**src/rtl/pvsc_pkg.sv**
```systemverilog
package pvsc_pkg;

  // ADC resolution; the sample field carries AdcW bits, AdcBits of them are used
  localparam int AdcBits = 12;
  localparam int AdcW    = 12;

  localparam int RefW    = 13;
  localparam int ResW    = 20;
  localparam int DutyW   = 10;
  localparam int ClkW    = 30;
  localparam int CapW    = 32;
  localparam int MvW     = 16;
  localparam int StateW  = 4;

  localparam int CfgIdxW  = 3;
  localparam int CfgDataW = 30;

  // divider operand widths
  localparam int SumW  = ResW + 1;
  localparam int P1W   = AdcBits + RefW;
  localparam int NumW  = P1W + SumW;
  localparam int DenW  = AdcBits + ResW;
  localparam int DutyNumW = CapW + DutyW;
  localparam int DivNW = (NumW > DutyNumW) ? NumW : DutyNumW;
  localparam int DivDW = (DenW > CapW) ? DenW : CapW;
  localparam int DivQW = 30;
  localparam int DivCntW = $clog2(DivNW + 1);

  localparam logic [MvW:0]   MvInvalidAbove = 17'd13000;
  localparam logic [MvW:0]   MvS1Min        = 17'd11000;
  localparam logic [MvW:0]   MvS1Band       = 17'd10000;
  localparam logic [MvW:0]   MvS2Min        = 17'd8000;
  localparam logic [MvW:0]   MvS2Band       = 17'd7000;
  localparam logic [MvW:0]   MvS3Min        = 17'd4000;
  localparam logic [MvW:0]   MvLowMax       = 17'd1000;
  localparam logic [DutyW-1:0] DutyFull     = 10'd1000;

  typedef enum logic [StateW-1:0] {
    ST_UNKNOWN = 4'd0,
    ST_INVALID = 4'd1,
    ST_S0      = 4'd2,
    ST_S1      = 4'd3,
    ST_S1P     = 4'd4,
    ST_S2      = 4'd5,
    ST_S2P     = 4'd6,
    ST_S3      = 4'd7,
    ST_S3P     = 4'd8,
    ST_S4      = 4'd9
  } pilot_state_e;

  typedef enum logic [CfgIdxW-1:0] {
    CFG_REF_MV   = 3'd0,
    CFG_UPPER    = 3'd1,
    CFG_LOWER    = 3'd2,
    CFG_DUTY     = 3'd3,
    CFG_CAP_CLK  = 3'd4
  } cfg_idx_e;

endpackage

```
**src/rtl/pvsc_in_if.sv**
```systemverilog
interface pvsc_in_if import pvsc_pkg::*; ();
  logic            valid;
  logic            ready;
  logic [AdcW-1:0] adc_sample;
  logic            sample_fresh;
  logic            diode_level;
  logic [CapW-1:0] capture_period;
  logic [CapW-1:0] capture_pulse;
  logic            capture_fresh;

  modport source (output valid, adc_sample, sample_fresh, diode_level, capture_period,
                  capture_pulse, capture_fresh, input ready);
  modport sink (input valid, adc_sample, sample_fresh, diode_level, capture_period,
                capture_pulse, capture_fresh, output ready);
endinterface

```
**src/rtl/pvsc_out_if.sv**
```systemverilog
interface pvsc_out_if import pvsc_pkg::*; ();
  logic              valid;
  logic              ready;
  logic              no_sample;
  logic [MvW-1:0]    pilot_mv;
  logic [StateW-1:0] pilot_state;
  logic              diode_seen;
  logic              feedback_ok;
  logic [ClkW-1:0]   feedback_freq;
  logic [DutyW-1:0]  feedback_duty;

  modport source (output valid, no_sample, pilot_mv, pilot_state, diode_seen,
                  feedback_ok, feedback_freq, feedback_duty, input ready);
  modport sink (input valid, no_sample, pilot_mv, pilot_state, diode_seen,
                feedback_ok, feedback_freq, feedback_duty, output ready);
endinterface

```
**src/rtl/pvsc_serdiv.sv**
```systemverilog
module pvsc_serdiv import pvsc_pkg::*; (
  input  logic              clk_i,
  input  logic              rst_ni,
  input  logic              start_i,
  input  logic [DivNW-1:0]  num_i,
  input  logic [DivDW-1:0]  den_i,
  output logic              done_o,
  output logic [DivQW-1:0]  quo_o,
  output logic              ovf_o
);

  logic [DivNW-1:0]   num_q;
  logic [DivDW-1:0]   den_q;
  logic [DivDW-1:0]   rem_q;
  logic [DivQW-1:0]   quo_q;
  logic               ovf_q;
  logic [DivCntW-1:0] cnt_q;
  logic               busy_q;
  logic               done_q;

  logic [DivDW:0] trial;
  logic [DivDW:0] diff;
  logic           ge;

  // restoring division, one quotient bit a cycle, numerator MSB first
  assign trial = {rem_q, num_q[DivNW-1]};
  assign diff  = trial - {1'b0, den_q};
  assign ge    = trial >= {1'b0, den_q};

  always_ff @(posedge clk_i or negedge rst_ni) begin
    if (!rst_ni) begin
      busy_q <= 1'b0;
      done_q <= 1'b0;
      cnt_q  <= '0;
    end else begin
      done_q <= 1'b0;
      if (start_i) begin
        busy_q <= 1'b1;
        cnt_q  <= DivCntW'(DivNW);
      end else if (busy_q) begin
        cnt_q <= cnt_q - 1'b1;
        if (cnt_q == DivCntW'(1)) begin
          busy_q <= 1'b0;
          done_q <= 1'b1;
        end
      end
    end
  end

  always_ff @(posedge clk_i) begin
    if (start_i) begin
      num_q <= num_i;
      den_q <= den_i;
      rem_q <= '0;
      quo_q <= '0;
      ovf_q <= 1'b0;
    end else if (busy_q) begin
      num_q <= {num_q[DivNW-2:0], 1'b0};
      rem_q <= ge ? diff[DivDW-1:0] : trial[DivDW-1:0];
      quo_q <= {quo_q[DivQW-2:0], ge};
      // any bit pushed out of the top means the quotient does not fit
      ovf_q <= ovf_q | quo_q[DivQW-1];
    end
  end

  assign done_o = done_q;
  assign quo_o  = quo_q;
  assign ovf_o  = ovf_q;

endmodule

```
**src/rtl/pilot_voltage_state_classifier_top.sv**
```systemverilog
// Control pilot voltage state classifier.
//
// One word in on in_i gives one word out on out_o. An input word carries an
// ADC sample with its freshness flag, the diode pin level and one PWM capture
// (period, pulse, fresh). The result gives the pilot voltage in mV, the pilot
// state code, the diode copy and the feedback frequency and duty. Registers
// are written through cfg_we_i/cfg_idx_i/cfg_data_i; the user writes them
// only while idle, and the block itself does not enforce it.
//
// A fresh sample goes from accept to S_MUL, which starts the dividers with the
// second product, then to S_DIV, where three bit-serial dividers run side by
// side (the mV scaling numerator sets their width), then to S_FIN, which loads
// the output register. A stale sample skips the dividers and goes straight to
// S_FIN, which loads its no-sample word. One word is in work at a time, so no
// new word is taken until the last has left S_FIN; in_i.ready is high when the
// datapath is free, even while a finished word still waits in the output
// register. A stalled out_o holds its word; the next result waits behind it.
// Reset loads the default register values, clears the remembered pilot state
// to unknown and empties the output register.
module pilot_voltage_state_classifier_top import pvsc_pkg::*; (
  input  logic                clk_i,
  input  logic                rst_ni,
  input  logic                cfg_we_i,
  input  logic [CfgIdxW-1:0]  cfg_idx_i,
  input  logic [CfgDataW-1:0] cfg_data_i,
  pvsc_in_if.sink             in_i,
  pvsc_out_if.source          out_o
);

  typedef enum logic [3:0] {
    S_IDLE = 4'b0001,
    S_MUL  = 4'b0010,
    S_DIV  = 4'b0100,
    S_FIN  = 4'b1000
  } fsm_e;

  fsm_e state_q, state_d;

  logic [RefW-1:0]  ref_q;
  logic [ResW-1:0]  upper_q;
  logic [ResW-1:0]  lower_q;
  logic [DutyW-1:0] duty_q;
  logic [ClkW-1:0]  clk_hz_q;
  pilot_state_e     rem_q;

  logic             fresh_q;
  logic             diode_q;
  logic             cap_fresh_q;
  logic [CapW-1:0]  period_q;
  logic [CapW-1:0]  pulse_q;
  logic [P1W-1:0]   p1_q;

  logic                out_valid_q;
  logic                out_no_sample_q;
  logic [MvW-1:0]      out_mv_q;
  logic [StateW-1:0]   out_state_q;
  logic                out_diode_q;
  logic                out_fb_ok_q;
  logic [ClkW-1:0]     out_hz_q;
  logic [DutyW-1:0]    out_duty_q;

  logic in_acc;
  logic out_free;
  logic fin_load;

  logic [SumW-1:0]     sum;
  logic [DenW-1:0]     den;
  logic [AdcBits-1:0]  sample;
  logic                div_start;
  logic                mv_done, hz_done, dt_done;
  logic [DivQW-1:0]    mv_q, hz_q, dt_q;
  logic                mv_ovf, hz_ovf, dt_ovf;

  logic              pwm;
  logic              mv_sat;
  logic [MvW-1:0]    mv_val;
  pilot_state_e      st_new;
  pilot_state_e      st_base;
  logic              fb_ok;

  assign in_acc   = in_i.valid && in_i.ready;
  assign out_free = !out_valid_q || out_o.ready;
  assign fin_load = (state_q == S_FIN) && out_free;
  assign in_i.ready = (state_q == S_IDLE);
  assign sample   = AdcBits'(in_i.adc_sample);

  function automatic pilot_state_e base_of(pilot_state_e s);
    pilot_state_e r;
    unique case (s)
      ST_S1P:  r = ST_S1;
      ST_S2P:  r = ST_S2;
      ST_S3P:  r = ST_S3;
      default: r = s;
    endcase
    return r;
  endfunction

  function automatic pilot_state_e primed(pilot_state_e s, logic pw);
    pilot_state_e r;
    r = s;
    if (pw) begin
      unique case (s)
        ST_S1:   r = ST_S1P;
        ST_S2:   r = ST_S2P;
        ST_S3:   r = ST_S3P;
        default: r = s;
      endcase
    end
    return r;
  endfunction

  function automatic pilot_state_e classify(logic sat, logic [MvW-1:0] mv,
                                            logic [DutyW-1:0] duty, logic pw,
                                            pilot_state_e prev);
    pilot_state_e pb;
    pilot_state_e r;
    logic [MvW:0] v;
    pb = base_of(prev);
    v  = {1'b0, mv};
    priority if (sat || v > MvInvalidAbove) begin
      r = ST_INVALID;
    end else if (v >= MvS1Min) begin
      r = primed(ST_S1, pw);
    end else if (v > MvS1Band) begin
      r = (pb == ST_S1 || pb == ST_S2) ? primed(pb, pw) : ST_UNKNOWN;
    end else if (v >= MvS2Min) begin
      r = primed(ST_S2, pw);
    end else if (v > MvS2Band) begin
      r = (pb == ST_S2 || pb == ST_S3) ? primed(pb, pw) : ST_UNKNOWN;
    end else if (v >= MvS3Min) begin
      r = primed(ST_S3, pw);
    end else if (v <= MvLowMax) begin
      if (duty == '0) begin
        r = ST_S4;
      end else begin
        r = pw ? ST_INVALID : ST_S0;
      end
    end else begin
      r = ST_INVALID;
    end
    return r;
  endfunction

  // configuration registers
  always_ff @(posedge clk_i or negedge rst_ni) begin
    if (!rst_ni) begin
      ref_q    <= RefW'(3300);
      upper_q  <= ResW'(100000);
      lower_q  <= ResW'(22000);
      duty_q   <= DutyW'(1000);
      clk_hz_q <= ClkW'(1000000);
    end else if (cfg_we_i) begin
      unique case (cfg_idx_i)
        CFG_REF_MV:  ref_q    <= cfg_data_i[RefW-1:0];
        CFG_UPPER:   upper_q  <= cfg_data_i[ResW-1:0];
        CFG_LOWER:   lower_q  <= cfg_data_i[ResW-1:0];
        CFG_DUTY:    duty_q   <= cfg_data_i[DutyW-1:0];
        CFG_CAP_CLK: clk_hz_q <= cfg_data_i[ClkW-1:0];
        default: ;
      endcase
    end
  end

  always_comb begin
    state_d = state_q;
    unique case (state_q)
      S_IDLE: if (in_acc) state_d = in_i.sample_fresh ? S_MUL : S_FIN;
      S_MUL:  state_d = S_DIV;
      S_DIV:  if (mv_done) state_d = S_FIN;
      S_FIN:  if (out_free) state_d = S_IDLE;
      default: state_d = S_IDLE;
    endcase
  end

  always_ff @(posedge clk_i or negedge rst_ni) begin
    if (!rst_ni) begin
      state_q <= S_IDLE;
    end else begin
      state_q <= state_d;
    end
  end

  // capture the word and take the first product
  always_ff @(posedge clk_i) begin
    if (in_acc) begin
      fresh_q     <= in_i.sample_fresh;
      diode_q     <= in_i.diode_level;
      cap_fresh_q <= in_i.capture_fresh;
      period_q    <= in_i.capture_period;
      pulse_q     <= in_i.capture_pulse;
      p1_q        <= P1W'(sample) * P1W'(ref_q);
    end
  end

  assign sum       = {1'b0, upper_q} + {1'b0, lower_q};
  // max_code * lower without a multiplier
  assign den       = {lower_q, {AdcBits{1'b0}}} - DenW'(lower_q);
  assign div_start = (state_q == S_MUL);

  pvsc_serdiv u_div_mv (
    .clk_i   (clk_i),
    .rst_ni  (rst_ni),
    .start_i (div_start),
    .num_i   (DivNW'(NumW'(p1_q) * NumW'(sum))),
    .den_i   (DivDW'(den)),
    .done_o  (mv_done),
    .quo_o   (mv_q),
    .ovf_o   (mv_ovf)
  );

  pvsc_serdiv u_div_hz (
    .clk_i   (clk_i),
    .rst_ni  (rst_ni),
    .start_i (div_start),
    .num_i   (DivNW'(clk_hz_q)),
    .den_i   (DivDW'(period_q)),
    .done_o  (hz_done),
    .quo_o   (hz_q),
    .ovf_o   (hz_ovf)
  );

  pvsc_serdiv u_div_dt (
    .clk_i   (clk_i),
    .rst_ni  (rst_ni),
    .start_i (div_start),
    .num_i   (DivNW'(DutyNumW'(pulse_q) * DutyNumW'(DutyFull))),
    .den_i   (DivDW'(period_q)),
    .done_o  (dt_done),
    .quo_o   (dt_q),
    .ovf_o   (dt_ovf)
  );

  assign pwm    = (duty_q != '0) && (duty_q < DutyFull);
  assign mv_sat = (lower_q == '0) || mv_ovf || (|mv_q[DivQW-1:MvW]);
  assign mv_val = mv_sat ? {MvW{1'b1}} : mv_q[MvW-1:0];
  assign st_new = classify(mv_sat, mv_val, duty_q, pwm, rem_q);
  assign st_base = base_of(st_new);
  assign fb_ok  = cap_fresh_q && (period_q != '0) && (pulse_q <= period_q) && pwm;

  // remember the last stable s1/s2/s3 result
  always_ff @(posedge clk_i or negedge rst_ni) begin
    if (!rst_ni) begin
      rem_q <= ST_UNKNOWN;
    end else if (fin_load && fresh_q &&
                 (st_base == ST_S1 || st_base == ST_S2 || st_base == ST_S3)) begin
      rem_q <= st_new;
    end
  end

  always_ff @(posedge clk_i or negedge rst_ni) begin
    if (!rst_ni) begin
      out_valid_q <= 1'b0;
    end else if (fin_load) begin
      out_valid_q <= 1'b1;
    end else if (out_o.ready) begin
      out_valid_q <= 1'b0;
    end
  end

  always_ff @(posedge clk_i) begin
    if (fin_load) begin
      out_no_sample_q <= !fresh_q;
      out_mv_q        <= fresh_q ? mv_val : '0;
      out_state_q     <= fresh_q ? st_new : ST_UNKNOWN;
      out_diode_q     <= fresh_q && diode_q;
      out_fb_ok_q     <= fresh_q && fb_ok;
      out_hz_q        <= (fresh_q && fb_ok) ? hz_q[ClkW-1:0] : '0;
      out_duty_q      <= (fresh_q && fb_ok) ? dt_q[DutyW-1:0] : '0;
    end
  end

  assign out_o.valid         = out_valid_q;
  assign out_o.no_sample     = out_no_sample_q;
  assign out_o.pilot_mv      = out_mv_q;
  assign out_o.pilot_state   = out_state_q;
  assign out_o.diode_seen    = out_diode_q;
  assign out_o.feedback_ok   = out_fb_ok_q;
  assign out_o.feedback_freq = out_hz_q;
  assign out_o.feedback_duty = out_duty_q;

`ifndef SYNTHESIS
  a_stale_skips: assert property (@(posedge clk_i) disable iff (!rst_ni)
    in_acc && !in_i.sample_fresh |=> state_q == S_FIN)
    else $error("stale word did not bypass the dividers");

  a_no_sample_zero: assert property (@(posedge clk_i) disable iff (!rst_ni)
    out_valid_q && out_no_sample_q |-> out_mv_q == '0 && out_state_q == ST_UNKNOWN &&
    !out_fb_ok_q && out_hz_q == '0 && out_duty_q == '0)
    else $error("no-sample word carries nonzero fields");

  a_rem_stable: assert property (@(posedge clk_i) disable iff (!rst_ni)
    rem_q == ST_UNKNOWN || rem_q == ST_S1 || rem_q == ST_S1P || rem_q == ST_S2 ||
    rem_q == ST_S2P || rem_q == ST_S3 || rem_q == ST_S3P)
    else $error("remembered state is not a stable band state");

  a_div_done_in_div: assert property (@(posedge clk_i) disable iff (!rst_ni)
    mv_done |-> state_q == S_DIV && hz_done && dt_done)
    else $error("divider finished outside the divide phase");

  a_fb_no_ovf: assert property (@(posedge clk_i) disable iff (!rst_ni)
    fin_load && fresh_q && fb_ok |-> !hz_ovf && !dt_ovf)
    else $error("feedback quotient overflowed");
`endif

endmodule
```
**src/flat_wrapper.sv**
```systemverilog
// flat-port wrapper written by rule: the top's interface ports become plain ports
module pilot_voltage_state_classifier_top_flat import pvsc_pkg::*;
  (clk_i, rst_ni, cfg_we_i, cfg_idx_i, cfg_data_i, in_i_valid, in_i_adc_sample, in_i_sample_fresh, in_i_diode_level, in_i_capture_period, in_i_capture_pulse, in_i_capture_fresh, in_i_ready, out_o_valid, out_o_no_sample, out_o_pilot_mv, out_o_pilot_state, out_o_diode_seen, out_o_feedback_ok, out_o_feedback_freq, out_o_feedback_duty, out_o_ready);
  pvsc_in_if in_i_i ();
  pvsc_out_if out_o_i ();
  input  logic clk_i;
  input  logic rst_ni;
  input  logic cfg_we_i;
  input  logic [CfgIdxW-1:0] cfg_idx_i;
  input  logic [CfgDataW-1:0] cfg_data_i;
  input wire logic [$bits(in_i_i.valid)-1:0] in_i_valid;
  input wire logic [$bits(in_i_i.adc_sample)-1:0] in_i_adc_sample;
  input wire logic [$bits(in_i_i.sample_fresh)-1:0] in_i_sample_fresh;
  input wire logic [$bits(in_i_i.diode_level)-1:0] in_i_diode_level;
  input wire logic [$bits(in_i_i.capture_period)-1:0] in_i_capture_period;
  input wire logic [$bits(in_i_i.capture_pulse)-1:0] in_i_capture_pulse;
  input wire logic [$bits(in_i_i.capture_fresh)-1:0] in_i_capture_fresh;
  output wire logic [$bits(in_i_i.ready)-1:0] in_i_ready;
  output wire logic [$bits(out_o_i.valid)-1:0] out_o_valid;
  output wire logic [$bits(out_o_i.no_sample)-1:0] out_o_no_sample;
  output wire logic [$bits(out_o_i.pilot_mv)-1:0] out_o_pilot_mv;
  output wire logic [$bits(out_o_i.pilot_state)-1:0] out_o_pilot_state;
  output wire logic [$bits(out_o_i.diode_seen)-1:0] out_o_diode_seen;
  output wire logic [$bits(out_o_i.feedback_ok)-1:0] out_o_feedback_ok;
  output wire logic [$bits(out_o_i.feedback_freq)-1:0] out_o_feedback_freq;
  output wire logic [$bits(out_o_i.feedback_duty)-1:0] out_o_feedback_duty;
  input wire logic [$bits(out_o_i.ready)-1:0] out_o_ready;
  assign in_i_i.valid = in_i_valid;
  assign in_i_i.adc_sample = in_i_adc_sample;
  assign in_i_i.sample_fresh = in_i_sample_fresh;
  assign in_i_i.diode_level = in_i_diode_level;
  assign in_i_i.capture_period = in_i_capture_period;
  assign in_i_i.capture_pulse = in_i_capture_pulse;
  assign in_i_i.capture_fresh = in_i_capture_fresh;
  assign in_i_ready = in_i_i.ready;
  assign out_o_valid = out_o_i.valid;
  assign out_o_no_sample = out_o_i.no_sample;
  assign out_o_pilot_mv = out_o_i.pilot_mv;
  assign out_o_pilot_state = out_o_i.pilot_state;
  assign out_o_diode_seen = out_o_i.diode_seen;
  assign out_o_feedback_ok = out_o_i.feedback_ok;
  assign out_o_feedback_freq = out_o_i.feedback_freq;
  assign out_o_feedback_duty = out_o_i.feedback_duty;
  assign out_o_i.ready = out_o_ready;
  pilot_voltage_state_classifier_top u_core (.clk_i(clk_i), .rst_ni(rst_ni), .cfg_we_i(cfg_we_i), .cfg_idx_i(cfg_idx_i), .cfg_data_i(cfg_data_i), .in_i(in_i_i), .out_o(out_o_i));
endmodule
```
**config.mk**
```make
export PLATFORM = sky130hd
export DESIGN_NAME = pilot_voltage_state_classifier_top_flat
export DESIGN_NICKNAME = d
export VERILOG_FILES = /design/src/rtl/pvsc_pkg.sv /design/src/rtl/pvsc_in_if.sv /design/src/rtl/pvsc_out_if.sv /design/src/rtl/pvsc_serdiv.sv /design/src/rtl/pilot_voltage_state_classifier_top.sv /design/src/flat_wrapper.sv
export SDC_FILE = /design/constraint.sdc
export NUM_CORES = 2
export LEC_CHECK = 0
export ABC_AREA = 1
export BUFFER_PORTS_ARGS = -buffer_cell sky130_fd_sc_hd__buf_2
export CAP_MARGIN = 20
export CELL_PAD_IN_SITES_DETAIL_PLACEMENT = 1
export CELL_PAD_IN_SITES_GLOBAL_PLACEMENT = 1
export CORE_MARGIN = 8
export CORE_UTILIZATION = 54
export CTS_BUF_LIST = sky130_fd_sc_hd__clkbuf_8
export CTS_CLUSTER_DIAMETER = 100
export DETAILED_ROUTE_END_ITERATION = 8
export GPL_TIMING_DRIVEN = 0
export HOLD_SLACK_MARGIN = 0.02
export PLACE_DENSITY_LB_ADDON = 0.25
export SYNTH_ARGS = -nofsm -noshare
export SYNTH_HDL_FRONTEND = slang
export SYNTH_HIERARCHICAL = 1
export SYNTH_SLANG_ARGS = --single-unit
```
**constraint.sdc**
```tcl
create_clock -name clk_i -period 20.9 [get_ports clk_i]
set_input_delay 4.18 -clock clk_i [delete_from_list [all_inputs] [get_ports clk_i]]
set_output_delay 4.18 -clock clk_i [all_outputs]
set_load 0.01 [all_outputs]
```
; Word-level counts from Yosys, hierarchy flattened
; Index checks and enable logic that the tools add are counted.
[op_classes]
n_addsub = 8
multipliers = 3
n_lt_le_gt_ge = 12
eq_ne = 26
mux = 53
bitwise = 1
reduce_logical = 36
[op_table]
columns = op, n
row1 = greater-or-equal comparator 33 x 32 -> 1 bit, 3
row2 = 2-to-1 mux 32 bit, 3
row3 = subtractor 32 bit, 3
row4 = 2-to-1 mux 46 bit, 2
row5 = 2-to-1 mux 42 bit, 2
row6 = 2-to-1 mux 4 bit, 16
row7 = 2-to-1 mux 30 bit, 2
row8 = multiplier 25 x 21 -> 46 bit, 1
row9 = multiplier 32 x 7 -> 39 bit (second input constant), 1
row10 = == test 4 x 3 -> 1 bit (second input constant), 9
row11 = 2-to-1 mux 6 bit, 6
row12 = one-hot mux 4 bit (3 select lines), 3
row13 = greater-than comparator 16 x 14 -> 1 bit (second input constant), 2
row14 = <= comparator 32 bit, 1
row15 = nonzero test 32 bit, 1
row16 = subtractor 32 x 20 -> 32 bit, 1
row17 = multiplier 12 x 13 -> 25 bit, 1
row18 = adder 20 x 20 -> 21 bit, 1
row19 = logical NOT 20 bit, 1
row20 = == test 6 x 1 -> 1 bit (second input constant), 3
row21 = subtractor 6 x 1 -> 6 bit (second input constant), 3
row22 = greater-or-equal comparator 16 x 12 -> 1 bit (second input constant), 1
row23 = greater-or-equal comparator 16 x 13 -> 1 bit (second input constant), 1
row24 = greater-or-equal comparator 16 x 14 -> 1 bit (second input constant), 1
row25 = other kinds (27), 71
[word_totals]
register_bits = 645
in_bits = 117

; Logic depth before layout (Yosys ltp)
[logic_depth]
word_depth = 18
mapped_depth = 48

; Modules after synthesis
; Netlist, hierarchy kept.
[by_module_without_submodules]
columns = module, n_inst, cells_each, area_each_um2, seq_area_each_um2
row1 = pilot_voltage_state_classifier_top, 1, 4394, 38729.6, 7249.5
row2 = pvsc_serdiv at u_core.u_div_dt ..., 2, 1136, 8440.6, 3803.6
row3 = pvsc_serdiv at u_core.u_div_mv, 1, 1163, 8445.6, 3803.6

; Least setup slack after synthesis
; OpenSTA, ideal clock, no wires.
[synth_timing]
path_type = reg-to-reg
from = register u_core.state_q[2]
to = register u_core.u_div_mv.num_q[0] (enable)
setup_time_ps = 429
arrival_ps = 9423
path_slack_ps = 11049
path_stages_with_launch = 8
n_path_buf = 2
synth_period_minus_slack_ps = 9851
cell_sequence = dfrtp_1 nor2_1 inv_1 nor3_1 clkbuf_1 nor2_1 inv_1 clkbuf_1
[synth_via]
elab_chain_cells = 2
[synth_lines]
columns = item, line
row1 = "start, declared", pilot_voltage_state_classifier_top.sv:37  ; fsm_e state_q, state_d;
row2 = "start signal, assigned", pilot_voltage_state_classifier_top.sv:179  ; state_q <= state_d;
row3 = == test 4 x 2 -> 1 bit, pilot_voltage_state_classifier_top.sv:198  ; assign div_start = (state_q == S_MUL);
row4 = via u_core.div_start, pilot_voltage_state_classifier_top.sv:69  ; logic div_start;
row5 = nonzero test 2 bit (no source line), n/a
row6 = "end signal, assigned", pvsc_serdiv.sv:52  ; num_q <= num_i;
row7 = "end signal, assigned", pvsc_serdiv.sv:58  ; num_q <= {num_q[DivNW-2:0], 1'b0};
row8 = "end, declared", pvsc_serdiv.sv:12  ; logic [DivNW-1:0] num_q;
; The timed path passes the listed nets, and every way through them passes these cells.
; A chain may end at the register's enable or synchronous reset.

; Final worst setup path
[layout_timing]
from = register u_core.lower_q[0]
to = register u_core.u_div_mv.num_q[40] (data pin)
[layout_via]
elab_chain_cells = 3
[layout_lines]
columns = item, line
row1 = "start, declared", pilot_voltage_state_classifier_top.sv:41  ; logic [ResW-1:0] lower_q;
row2 = "start signal, assigned", pilot_voltage_state_classifier_top.sv:149  ; lower_q <= ResW'(22000);
row3 = "start signal, assigned", pilot_voltage_state_classifier_top.sv:156  ; CFG_LOWER: lower_q <= cfg_data_i[ResW-1:0];
row4 = adder 20 x 20 -> 21 bit, pilot_voltage_state_classifier_top.sv:195  ; assign sum = {1'b0, upper_q} + {1'b0, lower_q};
row5 = multiplier 25 x 21 -> 46 bit, pilot_voltage_state_classifier_top.sv:204  ; .num_i (DivNW'(NumW'(p1_q) * NumW'(sum))),
row6 = 2-to-1 mux 46 bit, pvsc_serdiv.sv:51  ; if (start_i) begin
; Every way passes these cells.

==> results.py <==
metrics = {
    "sta": {
        "rsz0062_at_grt": "no",
        "relSlewSlack": 0.256,
        "tightestPinTransition_ps": 1110,
        "drv_slew": 0,
        "period_minus_slack_ps": 11230,
        "setup_violations": 0,
        "period_share": 0.537,
        "hold_violations": 0,
        "setup_tns_ps": 0,
        "skew_ps": 63.8,
        "fmax_ghz": 0.0891,
    },
    "final_layout": {
        "final_common_cell": "nand2_1",
        "layout_common_cells": "nand2_1, inv_1, fa_1",
        "fillers": 14400,
        "nNetsFinal": 9349,
        "drive_gt1_frac": 0.0768,
        "area_growth_pct": 8.99,
    },
    "placement": {
        "routabilityCongestion": 0.977,
        "portBuffers": 181,
        "place_hpwl_um": 173000,
    },
    "floorplanning": {
        "core_area_um2": 116000,
        "die_area_um2": 129000,
        "start_util": 0.545,
        "rows": 125,
        "die_y_um": 358,
        "ios": 182,
        "fp.dieW_um": 358,
    },
    "cts": {
        "htreeDepth": 3,
        "cts_setup_buffers": 0,
        "clock_latency_ps": 850,
        "cts.path.max_buffers": 3,
        "cts-root-buf": "clkbuf_8",
        "clk_pin_slew_ps": 70,
        "cts_hold_buf": 0,
        "clkSinkCount": 680,
        "ctsResizeCount": 0,
        "cts_tree": "built",
        "numCtsBuffers": 118,
    },
    "setup_path": {
        "worst-path-max-fanout": 10,
        "worstPathArrival_ps": 11810,
        "crit_required_ps": 21480,
        "reg2reg_depth": 43,
        "cpMaxStageDelayCell": "clkbuf_1",
        "path_depth": 43,
        "startpoint_type": "flip-flop",
        "slowest_delay_ps": 710,
        "cp_num_buf_inv": 10,
        "criticalPathCategory": "reg -> reg",
        "path_delay_family": "adder cells",
        "end_kind": "flip-flop",
    },
    "global_route": {
        "antenna_found_initial": 6,
        "grt_usage": 0.339,
        "grt_start_max_net_pins": 69,
        "grt_pass1_wl_um": 340000,
        "grt_pass1_vias": 60900,
        "overflow": 0,
    },
    "drt": {
        "via_count": 55000,
        "drc": 0,
        "antenna_left": 0,
        "viasPerCell": 5.66,
        "drtIter0Drc": 4073,
        "first_pass_iters": 5,
        "totalWireLength_um": 218000,
        "wire_per_inst_um": 22.4,
    },
    "synthesis": {
        "yosysWarnings": 6,
        "syn_inst": 7758,
        "syn_avg_cell_area_um2": 8.16,
        "syn_area_um2": 63300,
    },
    "flow_run": {
        "maxCapViolCount": 0,
    },
    "worst_hold_path": {
        "whs_path_depth": 2,
        "min_path_type": "reg -> reg",
    },
    "status": {
        "outcome": "finished, final reports clean",
    },
}
==> worst register-to-register path, delay by kind of cell (launching register included) <==
kind | cells | cell delay (ps)
xor+xnor | 1 | 160
buf+inv | 10 | 1460
simple gates | 14 | 1970
flops | 1 | 540
fa+ha+maj | 10 | 4810
compound gates | 8 | 2030
==> registers in the layout, indices dropped and copies added (netlist names), 13 cells and up <==
register                    count
u_core/u_div_dt/num_q          46
u_core/u_div_hz/num_q          46
u_core/u_div_mv/num_q          46
u_core/period_q                32
u_core/pulse_q                 32
u_core/u_div_dt/den_q          32
u_core/u_div_dt/rem_q          32
u_core/u_div_hz/den_q          32
u_core/u_div_hz/rem_q          32
u_core/u_div_mv/den_q          32
u_core/u_div_mv/rem_q          32
u_core/clk_hz_q                30
u_core/out_o.feedback_freq     30
u_core/u_div_hz/quo_o          30
u_core/u_div_mv/quo_o          30
u_core/p1_q                    25
u_core/lower_q                 20
u_core/upper_q                 20
u_core/out_o.pilot_mv          16
u_core/ref_q                   13
==> per-stage QoR <==
stage | cells | cell area [µm²] | setup WS [ps] | hold WS, ps | util
6_report | 9734 | 69000 | 9670 | 481 | 0.594
5_1_grt | 9730 | 69000 | 9260 | 501 | 0.594
4_1_cts | 9727 | 69000 | 9830 | 480 | 0.594
3_5_place_dp | 9502 | 66500 | 10100 | 470 | 0.573
3_3_place_gp | 9485 | 66200 | 6180 | 458 | 0.570
2_1_floorplan | 7780 | 63400 | 11050 | 428 | -
==> metal layers <==
layer,part of all wire,global-route usage,up-vias
li1,-,-,24700
met3,0.074,0.0675,698
met1,0.40,0.420,27500
met4,0.054,0.165,2
met2,0.47,0.566,2188
met5,0.000073,0,-
==> area by class of cell <==
class | instances | area (µm²) | area share
timing repair buffer | 199 | 1190 | 0.0172
tap | 1524 | 1910 | 0.0276
antenna | 6 | 15.0 | 0.000218
clock buffer | 128 | 1760 | 0.0255
multi-input combinational | 5305 | 38400 | 0.556
sequential | 680 | 18200 | 0.263
clock inverter | 97 | 716 | 0.0104
inverter | 1564 | 5880 | 0.0852
buffer | 231 | 1030 | 0.0149
==> final timing paths <==
check,from,slack [ps],endpoint
worst min-delay path,u_core/u_div_hz/rem_q[30],480,u_core/u_div_hz/rem_q[30]
min in group asynchronous,rst_ni,3310,u_core/clk_hz_q[20]
worst max register to register,u_core/lower_q[0],9670,u_core/u_div_mv/num_q[40]
max in group asynchronous,rst_ni,16780,u_core/ref_q[2]
worst max-delay path,u_core/lower_q[0],9670,u_core/u_div_mv/num_q[40]
worst min register to register,u_core/u_div_hz/rem_q[30],480,u_core/u_div_hz/rem_q[30]
Power is left out: the tool's default activity adds up to more than one toggle a clock period on the data nets, which glitch-free logic cannot reach.
